<file path="src/rtl/core/lci_pkg.sv">
// Shared constants and helpers for the line/circle crossing pipeline.
package lci_pkg;

  localparam int COORD_W    = 32;  // default coordinate width
  localparam int FRAC_W     = 16;  // default fraction bits
  localparam int TOL_W      = 16;  // width of the tolerance register
  localparam int MUL_CHUNK  = 32;  // partial product operand width

  // Number of MUL_CHUNK slices that cover a magnitude of w bits.
  function automatic int mul_chunks(int w);
    return (w + MUL_CHUNK - 1) / MUL_CHUNK;
  endfunction

  // Register stages from operands to product in lci_mul.
  function automatic int mul_lat(int aw, int bw);
    return mul_chunks(aw) * mul_chunks(bw) + 3;
  endfunction

endpackage

</file>
<file path="src/rtl/core/lci_mul.sv">
// Pipelined signed multiplier built from 32x32 partial products, one per stage.
module lci_mul #(
  parameter int AW = 33,
  parameter int BW = 33
) (
  input  logic                     clk,
  input  logic                     en,
  input  logic signed [AW-1:0]     a,
  input  logic signed [BW-1:0]     b,
  output logic signed [AW+BW-1:0]  p
);
  import lci_pkg::*;

  localparam int NA  = mul_chunks(AW);
  localparam int NB  = mul_chunks(BW);
  localparam int NS  = NA * NB;
  localparam int AMW = NA * MUL_CHUNK;
  localparam int BMW = NB * MUL_CHUNK;
  localparam int PW  = AW + BW;
  localparam int PPW = 2 * MUL_CHUNK;
  localparam int LSH = MUL_CHUNK * ((NS - 1) / NB + (NS - 1) % NB);

  logic [AMW-1:0] am  [0:NS];
  logic [BMW-1:0] bm  [0:NS];
  logic           ng  [0:NS];
  logic [PPW-1:0] pp  [1:NS];
  logic [PW-1:0]  acc [1:NS];
  logic [PW-1:0]  accf;
  logic           ngf;

  // sign/magnitude split
  always_ff @(posedge clk) begin
    if (en) begin
      am[0] <= AMW'($unsigned(a[AW-1] ? -a : a));
      bm[0] <= BMW'($unsigned(b[BW-1] ? -b : b));
      ng[0] <= a[AW-1] ^ b[BW-1];
    end
  end

  for (genvar k = 1; k <= NS; k++) begin : g_step
    localparam int SI = (k - 1) / NB;
    localparam int SJ = (k - 1) % NB;
    always_ff @(posedge clk) begin
      if (en) begin
        pp[k] <= PPW'(am[k-1][SI*MUL_CHUNK +: MUL_CHUNK]) *
                 PPW'(bm[k-1][SJ*MUL_CHUNK +: MUL_CHUNK]);
        am[k] <= am[k-1];
        bm[k] <= bm[k-1];
        ng[k] <= ng[k-1];
      end
    end
    if (k == 1) begin : g_first
      always_ff @(posedge clk) begin
        if (en) begin
          acc[k] <= '0;
        end
      end
    end else begin : g_acc
      localparam int PSH = MUL_CHUNK * ((k - 2) / NB + (k - 2) % NB);
      always_ff @(posedge clk) begin
        if (en) begin
          acc[k] <= acc[k-1] + (PW'(pp[k-1]) << PSH);
        end
      end
    end
  end

  always_ff @(posedge clk) begin
    if (en) begin
      accf <= acc[NS] + (PW'(pp[NS]) << LSH);
      ngf  <= ng[NS];
      p    <= ngf ? -$signed(accf) : $signed(accf);
    end
  end

endmodule

</file>
<file path="config.mk">
export PLATFORM = sky130hd
export DESIGN_NAME = lci_mul
export DESIGN_NICKNAME = d
export VERILOG_FILES = /design/src/rtl/core/lci_pkg.sv /design/src/rtl/core/lci_mul.sv
export SDC_FILE = /design/constraint.sdc
export NUM_CORES = 2
export LEC_CHECK = 0
export BUFFER_PORTS_ARGS = -buffer_cell sky130_fd_sc_hd__buf_2
export CAP_MARGIN = 20
export CORE_MARGIN = 8
export CORE_UTILIZATION = 40
export CTS_CLUSTER_DIAMETER = 60
export DETAILED_ROUTE_END_ITERATION = 12
export HOLD_SLACK_MARGIN = 0.08
export PLACE_DENSITY_LB_ADDON = 0.05
export RECOVER_POWER = 100
export SLEW_MARGIN = 5
export SYNTH_ARGS = -nofsm -noshare
export SYNTH_HDL_FRONTEND = slang
export SYNTH_SLANG_ARGS = --single-unit
</file>
<file path="constraint.sdc">
create_clock -name clk -period 10.25 [get_ports clk]
set_input_delay 3.075 -clock clk [delete_from_list [all_inputs] [get_ports clk]]
set_output_delay 3.075 -clock clk [all_outputs]
set_load 0.01 [all_outputs]
</file>
-- Yosys cells after proc, flatten, opt, wreduce, memory -nomap -nowiden
Memories as Yosys holds them, arrays and structs flattened. A register that Yosys moved wholly into a read port is not among the register bits.
Index checks and enable logic that the tools add are counted.
- register bits after elaboration: 132
- RAM bits: 1165
- input bits: 68
- output and inout port bits: 66
- logic and storage cells: 24
- memories: 5
- add/subtract/negate cells: 7
- $mul: 4
- muxes and demuxes: 5
- bitwise logic cells: 1
- memories (name ; words ; bits a word ; read ports ; clocked after Yosys merged registers in ; wr ports ; RTL line ; source):
    am ; 5 ; 64 ; 4 ; 0 ; 5 ; lci_mul.sv:23 ; logic [AMW-1:0] am [0:NS];
    bm ; 5 ; 64 ; 4 ; 0 ; 5 ; lci_mul.sv:24 ; logic [BMW-1:0] bm [0:NS];
    acc ; 4 ; 66 ; 4 ; 0 ; 4 ; lci_mul.sv:27 ; logic [PW-1:0] acc [1:NS];
    pp ; 4 ; 64 ; 4 ; 0 ; 4 ; lci_mul.sv:26 ; logic [PPW-1:0] pp [1:NS];
    ng ; 5 ; 1 ; 5 ; 1 ; 5 ; lci_mul.sv:25 ; logic ng [0:NS];
- operators with widths (operator ; count):
    $mul 32x32->64 ; 4
    $add 66x66->66 ; 3
    $add 66x64->66 ; 1
    $mux 33 ; 2
    $mux 66 ; 1
    $neg 33->33 ; 2
    $neg 66->66 ; 1
    $mux 1 ; 2
    $xor 1x1->1 ; 1

-- Depth between registers and ports, before layout
- word-level depth: 2
- gate-level depth with buffers: 30
- gate-level depth less buffers: 28

-- Worst setup path after synthesis
No wires, ideal clock.
- path type: reg2reg
- from: memory bm[0][7] (netlist bit)
- to: register, netlist name pp[0][125]
- arrival time: 7.493 ns
- required time: 9.981 ns
- slack: 2.488 ns
- stages on the path, launching flop included: 29
- cells stage by stage: edfxtp_1 clkbuf_1 and2_1 fa_1 fa_1 fa_1 inv_1 fa_1 inv_1 fa_1 inv_1 fa_1 inv_1 fa_1 inv_1 fa_1 inv_1 ha_1 clkbuf_1 a21o_1 a211o_1 a211oi_1 o2111ai_1 a31oi_1 o21a_1 o21ai_0 a31oi_1 o31ai_1 xor2_1
- RTL lines (element ; RTL line):
    start, declared ; lci_mul.sv:24

==> flow_summary_export.csv <==
group,metric,value,unit
outcome,status,"complete, but fails checks",
outcome,violations,"max-capacitance violations, max-slew violations",
detailed_routing,vias_per_cell,4.93,
detailed_routing,first_pass_iters,6,
setup_path,startpoint_type,"register",
floorplanning,coreArea,0.145,mm²
clocking,clockBufferDepth,3,
clocking,cts_max_level,3,
setup_path,crit_slowest_cell,"edfxtp_1",
setup_path,crit_buf_inv,3,
sta,rsz0062_at_grt,"false",
synthesis,synth-xor-area-share,0.0366,
setup_path,worstPathRequired,10670,ps
floorplanning,dieArea,0.158,mm²
synthesis,dominantRegCellSynth,"edfxtp_1",
setup_path,crit_fanout,19,
layout,synthToLayoutAreaGrowth,9.30,%
place,place_inst,7121,
synthesis,synth_largest_area_cell,"edfxtp_1",
sta,hold_viol_final,0,
sta,slew_violations,669,
layout,drive_gt1_frac,0.0475,
synthesis,synth_most_common_cell,"inv_1",
global_route,grt_usage,0.198,
clocking,cts_buffers,80,
layout,regArea,0.0189,mm²
synthesis,synth_adder_area_share,0.380,
synthesis,syn_avg_cell_area,11.2,µm²
sta,worstMarginPinSlew,5440,ps
clocking,post-cts-setup-buffers,0,
setup_path,cpLargestDelayFamily,"adder cells",
synthesis,synthTopCellsByCount,"inv_1, fa_1, and2_1",
global_route,grt_max_degree,154,
clocking,insertion_delay,690,ps
detailed_routing,initialDrtViolationCount,2124,
floorplanning,start_util,0.401,
synthesis,ys_types,64,
layout,final_cells,7263,
sta,fin_crit_sh,0.933,
detailed_routing,vias,35831,
setup_path,arrival,9990,ps
detailed_routing,drc,0,
layout,fillers,13811,
layout,fin_nets,6583,
worst_hold_path,hp-class,"register to register",
clocking,ctsResizeCount,0,
place,gp_congestion,0.879,
sta,maxSlewHeadroom,-2.63,
synthesis,synth_area,0.0582,mm²
detailed_routing,wl_per_cell,21.2,µm
global_route,antenna_found_initial,14,
clocking,path_clk_slew,60,ps
sta,final-setup-viol-count,0,
floorplanning,die_y,398,µm
floorplanning,std_cell_rows,140,
synthesis,synth_compound_area_frac,0.0506,
synthesis,synth.yosys.warnings,0,
setup_path,worstPathCellList,"clkbuf_1 -> nand2_1 -> fa_1 -> inv_1 -> fa_1 -> fa_1 -> fa_1 -> fa_1 -> fa_1 -> fa_1 -> ha_1 -> ha_1 -> a21oi_1 -> o21bai_1 -> a21oi_1 -> o211ai_1 -> a311oi_1 -> buf_4 -> a211oi_1 -> o211ai_1 -> nand2_1 -> a311oi_1 -> xnor2_1",
setup_path,path_class,"register to register",
setup_path,end_kind,"register",
synthesis,postSynthCellCount,5197,
floorplanning,ios,134,
setup_path,max_stage_delay,1080,ps
synthesis,yosys.area_share.simple,0.132,
global_route,grt_pass1_vias,38355,
clocking,clock_sinks,630,
setup_path,crit_path_frequent_cell,"fa_1",
synthesis,synth_nets,6494,
synthesis,synth_edf_count,630,
sta,fmaxAchievable,105,MHz
place,numPortBuffers,133,
clocking,cts_tree,"done",
synthesis,synthMuxAreaShare,0,
layout,multi_input_area,0.0348,mm²
global_route,grt_pass1_wl,238,mm
synthesis,synth_async_sr_flop_share,0,
synthesis,ys_seq_area_frac,0.325,
synthesis,synth_top_family_by_area,"adder cells",
clocking,hold_buffers,0,
place,dp_hpwl,121,mm
synthesis,ys_top_cells_by_area,"edfxtp_1, fa_1, and2_1, ha_1, inv_1",
synthesis,synth_seq_cells,630,
synthesis,synth.top_cell.area_share,0.325,
clocking,root_buffer,"clkbuf_16",
detailed_routing,drt_wl_total,154,mm
sta,fin_skew,42.2,ps
sta,min_period,9560,ps
sta,setup_tns,0,ps
global_route,grt_overflow,0,
floorplanning,dieWidth,398,µm
detailed_routing,antenna_left,0,
job,max-cap-violations,12,
-- worst register-to-register path: stages, from the launching register on --
cell      delay (ps)
edfxtp_1        1080
clkbuf_1        1080
nand2_1          160
fa_1             540
inv_1             60
fa_1             530
fa_1             450
fa_1             530
fa_1             530
fa_1             520
fa_1             570
ha_1             340
ha_1             420
a21oi_1          290
o21bai_1          90
a21oi_1          430
o211ai_1         220
a311oi_1         290
buf_4            200
a211oi_1         110
o211ai_1         320
nand2_1          140
a311oi_1         320
xnor2_1           90
-- flip-flops by register name, indices dropped and copies added (netlist names) --
signal  flops
ngf         1
am         68
bm        100
p          66
acc       195
ng          5
pp        129
accf       66
-- final timing paths --
check	start	to	slack, ps	cells past startpoint
setup / recovery	bm[0][23]	pp[0][126]	690	23
hold / removal	pp[0][109]	acc[0][177]	390	0
setup reg to reg	bm[0][23]	pp[0][126]	690	23
hold reg to reg	pp[0][109]	acc[0][177]	390	0
-- area by class of cell --
class	instances	share of cell area
antenna	3	0.000118
multi-input combinational	3384	0.547
inverter	951	0.0561
clock buffer	89	0.0320
sequential	630	0.297
clock inverter	50	0.0102
tap	1917	0.0377
timing repair buffer	239	0.0197
-- routing by layer --
metal  vias up  track usage  share of wire  routed length, µm
met4         0       0.0499          0.025               3840
met2       875        0.295           0.43              65700
met5         -            0              0                  0
met3       169       0.0302          0.057               8820
met1     18236        0.301           0.49              75700
li1      16551            -              -                  -
-- kinds of logic after synthesis --
family	Yosys count
and+or+nand+nor	1452
adders and majority gates	1229
buffers and inverters	1183
DFF	630
AOI/OAI and AO/OA	460
xor gates and xnor gates	243
-- per-stage QoR --
step	hold WS, ps	setup WS, ps	cell area, µm²	utilization
6_report	392	687	63600	0.439
5_1_grt	388	371	63600	0.439
4_1_cts	379	1030	64000	0.441
3_5_place_dp	405	1020	61300	0.422
3_3_place_gp	400	1160	61300	0.422
2_1_floorplan	400	2490	58200	-
-- cell usage in the layout (no fill, tap or decap), types with 10 or more instances in the layout --
master	synthesis	routed
a211oi_1	15	15
a21o_1	55	55
a21oi_1	120	120
a31oi_1	14	14
and2_0	1	51
and2_1	676	626
and3_1	17	17
buf_2	0	61
buf_4	0	55
clkbuf_1	229	124
clkbuf_16	0	80
clkinv_1	0	11
edfxtp_1	630	630
fa_1	898	898
ha_1	331	331
inv_1	951	951
nand2_1	520	520
nand2b_1	20	20
nand3_1	25	25
nand4_1	20	20
nor2_1	61	61
nor2b_1	16	16
nor3_1	18	18
nor4_1	10	10
o211ai_1	11	11
o21ai_0	108	115
o21bai_1	20	20
o31ai_1	42	42
o41ai_1	15	15
or3_1	21	24
or4_1	22	24
xnor2_1	203	203
xor2_1	40	40
Power is not shown: default switching activity piles up to over one toggle a cycle in this logic, so the estimate is an artifact.
